**src/rtl/pcg_pkg.sv**
```systemverilog
// Shared types and constants of the PCG32 XSH-RR generator.
`default_nettype none
package pcg_pkg;

  localparam int unsigned StateW = 64;
  localparam int unsigned WordW  = 32;
  localparam int unsigned StreamW = 63;
  localparam int unsigned OpW    = 2;
  localparam int unsigned CfgIdxW = 1;

  // Operation codes of a request
  localparam logic [OpW-1:0] OpReseed  = 2'd0;
  localparam logic [OpW-1:0] OpRaw     = 2'd1;
  localparam logic [OpW-1:0] OpBounded = 2'd2;

  // Configuration register indexes
  localparam logic [CfgIdxW-1:0] CfgSeed   = 1'b0;
  localparam logic [CfgIdxW-1:0] CfgStream = 1'b1;

  localparam logic [StateW-1:0]  SeedReset   = 64'h0000_0000_00C0_FFEE;
  localparam logic [StreamW-1:0] StreamReset = 63'h1234;

  // LCG multiplier, split into halves for the shared 32x32 multiplier
  localparam logic [StateW-1:0] LcgMult = 64'h5851_F42D_4C95_7F2D;

  typedef struct packed {
    logic              done;
    logic [StateW-1:0] next_state;
    logic [WordW-1:0]  draw;
  } lcg_res_t;

  typedef struct packed {
    logic             done;
    logic [WordW-1:0] rem;
  } div_res_t;

endpackage
`default_nettype wire

```
**src/rtl/pcg_lcg.sv**
```systemverilog
// LCG step on a shared 32x32 multiplier, plus the XSH-RR output permutation.
`default_nettype none
module pcg_lcg (
  input  logic                     clk_i,
  input  logic                     rst_ni,
  input  logic                     start_i,
  input  logic [pcg_pkg::StateW-1:0] state_i,
  input  logic [pcg_pkg::StateW-1:0] inc_i,
  output pcg_pkg::lcg_res_t        res_o
);
  import pcg_pkg::*;

  localparam logic [2:0] PhIdle  = 3'd0;
  localparam logic [2:0] PhLoLo  = 3'd1;
  localparam logic [2:0] PhLoHi  = 3'd2;
  localparam logic [2:0] PhHiLo  = 3'd3;
  localparam logic [2:0] PhAcc   = 3'd4;
  localparam logic [2:0] PhFinal = 3'd5;

  logic [2:0]          ph_q, ph_d;
  logic                done_q, done_d;
  logic [StateW-1:0]   old_q, acc_q, next_q;
  logic [2*WordW-1:0]  prod_q;
  logic [WordW-1:0]    mul_a, mul_b;
  logic [WordW-1:0]    mixed;
  logic [2*WordW-1:0]  mixed2;
  logic [4:0]          rot;

  always_comb begin
    mul_a = old_q[WordW-1:0];
    mul_b = LcgMult[WordW-1:0];
    case (ph_q)
      PhLoHi: begin
        mul_b = LcgMult[StateW-1:WordW];
      end
      PhHiLo: begin
        mul_a = old_q[StateW-1:WordW];
      end
      default: begin
      end
    endcase
  end

  always_comb begin
    ph_d   = ph_q;
    done_d = 1'b0;
    case (ph_q)
      PhIdle:  if (start_i) ph_d = PhLoLo;
      PhLoLo:  ph_d = PhLoHi;
      PhLoHi:  ph_d = PhHiLo;
      PhHiLo:  ph_d = PhAcc;
      PhAcc:   ph_d = PhFinal;
      PhFinal: begin
        ph_d   = PhIdle;
        done_d = 1'b1;
      end
      default: ph_d = PhIdle;
    endcase
  end

  always_ff @(posedge clk_i or negedge rst_ni) begin
    if (!rst_ni) begin
      ph_q   <= PhIdle;
      done_q <= 1'b0;
    end else begin
      ph_q   <= ph_d;
      done_q <= done_d;
    end
  end

  // Partial products: only the low half of each cross term reaches the result
  always_ff @(posedge clk_i) begin
    if (ph_q == PhIdle && start_i) old_q <= state_i;
    prod_q <= mul_a * mul_b;
    case (ph_q)
      PhLoHi: acc_q <= prod_q;
      PhHiLo, PhAcc: acc_q <= acc_q + {prod_q[WordW-1:0], {WordW{1'b0}}};
      PhFinal: next_q <= acc_q + inc_i;
      default: begin
      end
    endcase
  end

  // Xorshift high, then rotate right by the top five bits of the old state
  assign mixed  = old_q[58:27] ^ {13'd0, old_q[63:45]};
  assign rot    = old_q[63:59];
  assign mixed2 = {mixed, mixed} >> rot;

  assign res_o.done       = done_q;
  assign res_o.next_state = next_q;
  assign res_o.draw       = mixed2[WordW-1:0];

endmodule
`default_nettype wire

```
**src/rtl/pcg_div.sv**
```systemverilog
// Restoring remainder unit, one quotient bit per cycle.
`default_nettype none
module pcg_div (
  input  logic                      clk_i,
  input  logic                      rst_ni,
  input  logic                      start_i,
  input  logic [pcg_pkg::WordW-1:0] dividend_i,
  input  logic [pcg_pkg::WordW-1:0] divisor_i,
  output pcg_pkg::div_res_t         res_o
);
  import pcg_pkg::*;

  logic             busy_q, done_q;
  logic [4:0]       cnt_q;
  logic [WordW-1:0] dvd_q, rem_q;
  logic [WordW:0]   trial, diff;

  assign trial = {rem_q, dvd_q[WordW-1]};
  assign diff  = trial - {1'b0, divisor_i};

  always_ff @(posedge clk_i or negedge rst_ni) begin
    if (!rst_ni) begin
      busy_q <= 1'b0;
      done_q <= 1'b0;
      cnt_q  <= '0;
    end else begin
      done_q <= 1'b0;
      if (!busy_q && start_i) begin
        busy_q <= 1'b1;
        cnt_q  <= '0;
      end else if (busy_q) begin
        cnt_q <= cnt_q + 5'd1;
        if (cnt_q == 5'd31) begin
          busy_q <= 1'b0;
          done_q <= 1'b1;
        end
      end
    end
  end

  always_ff @(posedge clk_i) begin
    if (!busy_q && start_i) begin
      dvd_q <= dividend_i;
      rem_q <= '0;
    end else if (busy_q) begin
      dvd_q <= {dvd_q[WordW-2:0], 1'b0};
      rem_q <= diff[WordW] ? trial[WordW-1:0] : diff[WordW-1:0];
    end
  end

  assign res_o.done = done_q;
  assign res_o.rem  = rem_q;

endmodule
`default_nettype wire

```
**src/rtl/pcg32_random_generator_core.sv**
```systemverilog
// PCG32 XSH-RR generator core: request sequencer, state and result register.
//
// One request at a time: the block raises in_stall_o from the cycle after a
// request is taken until its result has been moved into the output register,
// which then waits on out_stall_i while the next request may already enter.
// The 64-bit LCG step runs on one shared 32x32 multiplier (three partial
// products, two accumulations, the increment add); a reseed steps twice.
// Remainders come from a one-bit-per-cycle restoring unit. A bounded draw
// first works out the rejection threshold (2^32 - bound) mod bound, then
// draws and retries while the draw is below it, then reduces the accepted
// draw modulo bound. A bound of zero and the unused operation code go
// straight to the result and leave the state alone.
// Configuration writes land at once; write them only while the block is idle.
`default_nettype none
module pcg32_random_generator_core (
  input  logic                        clk_i,
  input  logic                        rst_ni,
  input  logic                        cfg_we_i,
  input  logic [pcg_pkg::CfgIdxW-1:0] cfg_idx_i,
  input  logic [pcg_pkg::StateW-1:0]  cfg_wdata_i,
  input  logic                        in_valid_i,
  output logic                        in_stall_o,
  input  logic [pcg_pkg::OpW-1:0]     op_i,
  input  logic [pcg_pkg::WordW-1:0]   bound_i,
  output logic                        out_valid_o,
  input  logic                        out_stall_i,
  output logic [pcg_pkg::WordW-1:0]   value_o,
  output logic                        bad_bound_o
);
  import pcg_pkg::*;

  localparam logic [2:0] StIdle = 3'd0;
  localparam logic [2:0] StRs1  = 3'd1;
  localparam logic [2:0] StRs2  = 3'd2;
  localparam logic [2:0] StThr  = 3'd3;
  localparam logic [2:0] StDraw = 3'd4;
  localparam logic [2:0] StMod  = 3'd5;
  localparam logic [2:0] StDone = 3'd6;

  logic [2:0]         fsm_q, fsm_d;
  logic [StateW-1:0]  seed_q, lcg_state_q, lcg_state_d, inc_q, inc_d;
  logic [StreamW-1:0] stream_q;
  logic [OpW-1:0]     op_q, op_d;
  logic [WordW-1:0]   bound_q, bound_d, thr_q, thr_d, div_a_q, div_a_d;
  logic [WordW-1:0]   res_val_q, res_val_d, out_val_q;
  logic               res_bad_q, res_bad_d, out_bad_q;
  logic               go_q, go_d, div_go_q, div_go_d;
  logic               out_valid_q, out_free, in_acc;
  lcg_res_t           lcg_res;
  div_res_t           div_res;

  pcg_lcg u_lcg (
    .clk_i   (clk_i),
    .rst_ni  (rst_ni),
    .start_i (go_q),
    .state_i (lcg_state_q),
    .inc_i   (inc_q),
    .res_o   (lcg_res)
  );

  pcg_div u_div (
    .clk_i      (clk_i),
    .rst_ni     (rst_ni),
    .start_i    (div_go_q),
    .dividend_i (div_a_q),
    .divisor_i  (bound_q),
    .res_o      (div_res)
  );

  assign in_stall_o = (fsm_q != StIdle);
  assign in_acc     = in_valid_i && !in_stall_o;
  assign out_free   = !out_valid_q || !out_stall_i;

  always_comb begin
    fsm_d       = fsm_q;
    lcg_state_d = lcg_state_q;
    inc_d       = inc_q;
    op_d        = op_q;
    bound_d     = bound_q;
    thr_d       = thr_q;
    div_a_d     = div_a_q;
    res_val_d   = res_val_q;
    res_bad_d   = res_bad_q;
    go_d        = 1'b0;
    div_go_d    = 1'b0;
    case (fsm_q)
      StIdle: begin
        if (in_acc) begin
          op_d      = op_i;
          bound_d   = bound_i;
          res_val_d = '0;
          res_bad_d = 1'b0;
          case (op_i)
            OpReseed: begin
              // Clear the state, load the odd increment, then step
              lcg_state_d = '0;
              inc_d       = {stream_q, 1'b1};
              go_d        = 1'b1;
              fsm_d       = StRs1;
            end
            OpRaw: begin
              go_d  = 1'b1;
              fsm_d = StDraw;
            end
            OpBounded: begin
              if (bound_i == '0) begin
                res_bad_d = 1'b1;
                fsm_d     = StDone;
              end else begin
                div_a_d  = '0 - bound_i;
                div_go_d = 1'b1;
                fsm_d    = StThr;
              end
            end
            default: fsm_d = StDone;
          endcase
        end
      end
      StRs1: begin
        if (lcg_res.done) begin
          lcg_state_d = lcg_res.next_state + seed_q;
          go_d        = 1'b1;
          fsm_d       = StRs2;
        end
      end
      StRs2: begin
        if (lcg_res.done) begin
          lcg_state_d = lcg_res.next_state;
          fsm_d       = StDone;
        end
      end
      StThr: begin
        if (div_res.done) begin
          thr_d = div_res.rem;
          go_d  = 1'b1;
          fsm_d = StDraw;
        end
      end
      StDraw: begin
        if (lcg_res.done) begin
          lcg_state_d = lcg_res.next_state;
          if (op_q == OpRaw) begin
            res_val_d = lcg_res.draw;
            fsm_d     = StDone;
          end else if (lcg_res.draw < thr_q) begin
            // Reject the biased low draw and draw again
            go_d = 1'b1;
          end else begin
            div_a_d  = lcg_res.draw;
            div_go_d = 1'b1;
            fsm_d    = StMod;
          end
        end
      end
      StMod: begin
        if (div_res.done) begin
          res_val_d = div_res.rem;
          fsm_d     = StDone;
        end
      end
      StDone: begin
        // Hold until the output register can take the result
        if (out_free) fsm_d = StIdle;
      end
      default: fsm_d = StIdle;
    endcase
  end

  always_ff @(posedge clk_i or negedge rst_ni) begin
    if (!rst_ni) begin
      fsm_q       <= StIdle;
      seed_q      <= SeedReset;
      stream_q    <= StreamReset;
      lcg_state_q <= '0;
      inc_q       <= {{(StateW-1){1'b0}}, 1'b1};
      go_q        <= 1'b0;
      div_go_q    <= 1'b0;
      out_valid_q <= 1'b0;
    end else begin
      fsm_q       <= fsm_d;
      lcg_state_q <= lcg_state_d;
      inc_q       <= inc_d;
      go_q        <= go_d;
      div_go_q    <= div_go_d;
      if (cfg_we_i) begin
        case (cfg_idx_i)
          CfgSeed:   seed_q   <= cfg_wdata_i;
          CfgStream: stream_q <= cfg_wdata_i[StreamW-1:0];
          default: begin
          end
        endcase
      end
      if (fsm_q == StDone && out_free) begin
        out_valid_q <= 1'b1;
      end else if (!out_stall_i) begin
        out_valid_q <= 1'b0;
      end
    end
  end

  always_ff @(posedge clk_i) begin
    op_q      <= op_d;
    bound_q   <= bound_d;
    thr_q     <= thr_d;
    div_a_q   <= div_a_d;
    res_val_q <= res_val_d;
    res_bad_q <= res_bad_d;
    if (fsm_q == StDone && out_free) begin
      out_val_q <= res_val_q;
      out_bad_q <= res_bad_q;
    end
  end

  assign out_valid_o = out_valid_q;
  assign value_o     = out_val_q;
  assign bad_bound_o = out_bad_q;

endmodule
`default_nettype wire

```
**config.mk**
```make
export PLATFORM = sky130hd
export DESIGN_NAME = pcg32_random_generator_core
export DESIGN_NICKNAME = d
export VERILOG_FILES = /design/src/rtl/pcg_pkg.sv /design/src/rtl/pcg_lcg.sv /design/src/rtl/pcg_div.sv /design/src/rtl/pcg32_random_generator_core.sv
export SDC_FILE = /design/constraint.sdc
export NUM_CORES = 2
export LEC_CHECK = 0
export BUFFER_PORTS_ARGS = -buffer_cell sky130_fd_sc_hd__buf_2
export CORE_UTILIZATION = 35
export DETAILED_ROUTE_END_ITERATION = 10
export SYNTH_ARGS = -nofsm -noshare
export SYNTH_HDL_FRONTEND = slang
export SYNTH_SLANG_ARGS = --single-unit
```
**constraint.sdc**
```tcl
create_clock -name clk_i -period 16.3 [get_ports clk_i]
set_input_delay 4.075 -clock clk_i [delete_from_list [all_inputs] [get_ports clk_i]]
set_output_delay 4.075 -clock clk_i [all_outputs]
set_load 0.02 [all_outputs]
```
==> key figures <==
Outcome
  – Outcome: complete, no violations

Clock network
  – CTS Buffer Depth: 3
  – Post-cts resize count: 0
  – Num CTS Buffers: 80
  – Library cell used as clock root buffer: clkbuf_16
  – Setup bufs post-CTS: 0
  – Clock transition at the registers of the reported paths: 0.07 ns
  – CTS Sinks: 754
  – Hold-fix buffers at CTS: 0
  – Clock tree from TritonCTS: yes
  – H-tree lvl count: 3
  – Latest clock arrival within the worst-skew pair: 0.69 ns

Detailed routing
  – Final wirelength: 187900 microns
  – Vias after detailed routing: 44928
  – DRC errors left: 0
  – Number of vias per cell: 5.269
  – Number of detailed-routing iterations run before antenna repair: 6
  – Post-detailed-route wirelength per cell: 22.03 microns
  – Number of nets with antenna violations after routing: 0
  – Initial DRC count: 4091

GRT
  – Wire length of the first global-routing pass: 288300 microns
  – Global-route usage over all layers: 0.2091
  – Vias in the first global route: 45858
  – Antenna violations before repair: 13
  – Maximum number of pins on one net before global-route repair: 84
  – Congestion Overflow GR: 0

Synth
  – Warnings from Yosys: 0
  – Cell Area, Synth: 0.06275 sq mm
  – Dominant combinational cell family by area after synthesis: adder cells
  – Distinct cells, synth: 89
  – Top FF cell, synth: edfxtp_1
  – Adder and majority cell fraction of the synthesized area: 0.2996
  – Compound-gate portion of the synthesized area: 0.1167
  – Number of flops mapped to enable cells by yosys: 388
  – Async set or reset register ratio after synthesis: 0.3594
  – Share of synthesized area occupied by flip-flops and latches: 0.3245
  – Multiplexer share of the synthesized area: 0.06546
  – Post-Synth Simple-Gate Area: 0.08861
  – Average cell area after synthesis: 10.46 sq um
  – Flip-flop and latch count after synthesis: 754
  – Mapped Cells: 5998
  – Xor and xnor area share after synthesis: 0.04030

Timing
  – Normalized max-slew margin: 0.08468
  – Worst Max-Slew Pin Slew: 1.338 ns
  – Final max-slew violation count: 0
  – Final critical-path required period: 10.03 ns
  – Worst slack on hold paths: 0.4121 ns
  – Hold Fails Final Rpt: 0
  – Final Setup Violations: 0
  – Final period utilization: 0.6152
  – Post-Route Skew: 0.04633 ns
  – Fmax: 99.72 MHz
  – Total Neg Setup Slack: 0 ns
  – Setup repair after global routing missed its margin: false

Placement
  – GPL Wtd Cong: 0.9608
  – Dpl cell area: 0.06629 sq mm
  – Buffers added on ports: 138
  – HPWL reported at the end of detailed placement: 153400 microns

Critical path
  – CP Class: flip-flop to flip-flop
  – Endpoint kind of the worst setup timing path: flip-flop
  – Critical Path Fanout Max: 36
  – Delay contributed by the slowest stage of the critical path: 0.86 ns
  – Endpoint required time on the critical path: 16.86 ns
  – Worst path most repeated cell: fa_1
  – Slowest cell on the critical path: mux2i_1
  – Worst endpoint data arrival time: 10.59 ns
  – Type of origin of the critical path: flip-flop

Finish
  – Final core area utilization: 0.3873
  – Fillcell total: 17344
  – Post-layout nets: 7388
  – Area growth from synthesis to layout: 9.985%
  – Layout cell share with drive strength beyond 1: 0.1081
  – Post-layout instance area: 0.06902 sq mm

Run
  – Number of max-cap violations: 0

Die
  – Top-level I/O count: 139
  – Cell Rows: 155
  – Horizontal die dimension: 425.4 microns
  – Effective utilization at floorplan: 0.3521
  – Die Footprint: 0.1810 sq mm
  – Core area: 0.1782 sq mm
  – Die H: 425.4 microns

Min path
  – Worst hold path class: flip-flop to flip-flop
path summary, 6_finish.rpt:
kind / from / end / slack [ns] / cells after the start
max: u_lcg.ph_q[2] / u_lcg.prod_q[57] / 6.27 / 30
max reg2reg: u_lcg.ph_q[2] / u_lcg.prod_q[57] / 6.27 / 30
min: lcg_state_q[0] / u_lcg.old_q[0] / 0.41 / 0
min reg2reg: lcg_state_q[0] / u_lcg.old_q[0] / 0.41 / 0
max in group asynchronous: rst_ni / u_div.busy_q / 11.50 / 2
min in group asynchronous: rst_ni / stream_q[62] / 3.38 / 1
registers in the layout, summed over array words and instances (netlist names), 63 cells and up:
signal        count
inc_q            63
stream_q         63
lcg_state_q      64
seed_q           64
u_lcg.next_q     64
u_lcg.acc_q      64
u_lcg.prod_q     63
u_lcg.old_q      64
cell type report:
class / count / area [sq um] / area share
clock inverters: 37 / 449.2 / 0.006508
repair buffers: 196 / 1136 / 0.01646
multi-input cells: 4193 / 38550 / 0.5585
diodes: 3 / 7.507 / 0.0001088
flip-flops and latches: 754 / 20360 / 0.2950
well taps: 2355 / 2947 / 0.04269
clock buffers: 110 / 2271 / 0.03290
inverters: 879 / 3301 / 0.04782
synthesized netlist by cell type, types with 21 or more instances:
master / count / area (sq um)
o21ai_0: 238 / 1191
nand4_1: 51 / 319.1
nor2_1: 396 / 1486
ha_1: 642 / 8033
inv_1: 872 / 3273
a31oi_1: 35 / 219.0
o21bai_1: 43 / 322.8
dfxtp_1: 95 / 1902
dfrtp_1: 250 / 6256
o311ai_0: 24 / 210.2
a21oi_1: 325 / 1627
dfstp_2: 21 / 551.8
nand3_1: 98 / 490.5
a221oi_1: 55 / 481.7
a211oi_1: 29 / 217.7
clkbuf_1: 176 / 660.6
and2_1: 51 / 319.1
xnor2_1: 174 / 1524
o21a_1: 26 / 195.2
edfxtp_1: 388 / 11650
nand2b_1: 42 / 262.8
and3_1: 52 / 325.3
mux2_2: 264 / 2973
fa_1: 538 / 10770
nor3_1: 55 / 275.3
xor2_1: 111 / 972.2
nor2b_1: 53 / 331.6
mux2i_1: 92 / 920.9
nand2_1: 314 / 1179
a21o_1: 210 / 1577
cells in the final DEF (no fill, tap or decap), drive strengths merged, types with 17 or more instances in the layout:
| cell type | netlist | final |
|---|---|---|
| clkinv | 3 | 24 |
| a21o | 210 | 210 |
| a221oi | 55 | 55 |
| xor2 | 112 | 112 |
| and2 | 52 | 52 |
| nor2 | 396 | 396 |
| a31oi | 35 | 35 |
| clkbuf | 176 | 110 |
| fa | 538 | 538 |
| o21a | 26 | 26 |
| ha | 642 | 642 |
| o211ai | 18 | 18 |
| o22ai | 19 | 19 |
| nand2b | 42 | 42 |
| o21ai | 243 | 243 |
| nand4 | 51 | 51 |
| nor2b | 53 | 53 |
| a21oi | 325 | 325 |
| conb | 2 | 31 |
| o311ai | 24 | 24 |
| inv | 876 | 880 |
| nor4 | 18 | 18 |
| edfxtp | 388 | 388 |
| mux2 | 264 | 264 |
| dfxtp | 95 | 95 |
| nand2 | 314 | 314 |
| a211oi | 29 | 29 |
| nand3 | 98 | 98 |
| buf | 25 | 196 |
| dfstp | 21 | 21 |
| nor3 | 55 | 55 |
| o31ai | 17 | 17 |
| o21bai | 43 | 43 |
| xnor2 | 175 | 175 |
| dfrtp | 250 | 250 |
| mux2i | 92 | 92 |
| and3 | 52 | 52 |
worst max-delay path, delay by kind of cell, from the launching register on:
kind,cells,cell delay [ns]
compound gates,6,1.92
xor+xnor,1,0.17
fa+ha+maj,9,3.71
buf+inv,6,1.38
flops,1,0.51
mux,1,0.86
simple gates,7,1.31
logic make-up (layout without fill, tap and decap cells):
group,Yosys count,after routing
multiplexers,365,365
AO/OA/AOI/OAI,1141,1141
adder cells (fa/ha/maj),1180,1180
buffers and inverters,1080,1222
other,2,34
flip-flops,754,754
AND/OR/NAND/NOR,1189,1189
XOR/XNOR,287,287
metrics by stage:
step                setup slack, ns  instances
detailed placement            6.299       8377
global placement              6.516       8377
floorplan                     6.989       6027
CTS                           6.236       8524
finish                        6.272       8527
global route                  5.760       8525
per-layer routing:
metal / up-vias / part of all wire / GRT usage / routed length [microns]
li1: 20760 / - / - / -
met1: 22520 / 0.45 / 0.2910 / 84560
met2: 1383 / 0.47 / 0.3418 / 87710
met3: 259 / 0.055 / 0.02647 / 10320
met4: 6 / 0.028 / 0.05414 / 5248
met5: - / 0.00020 / 0 / 37
Power is not shown: default switching activity piles up to over one toggle a cycle in this logic, so the estimate is an artifact.
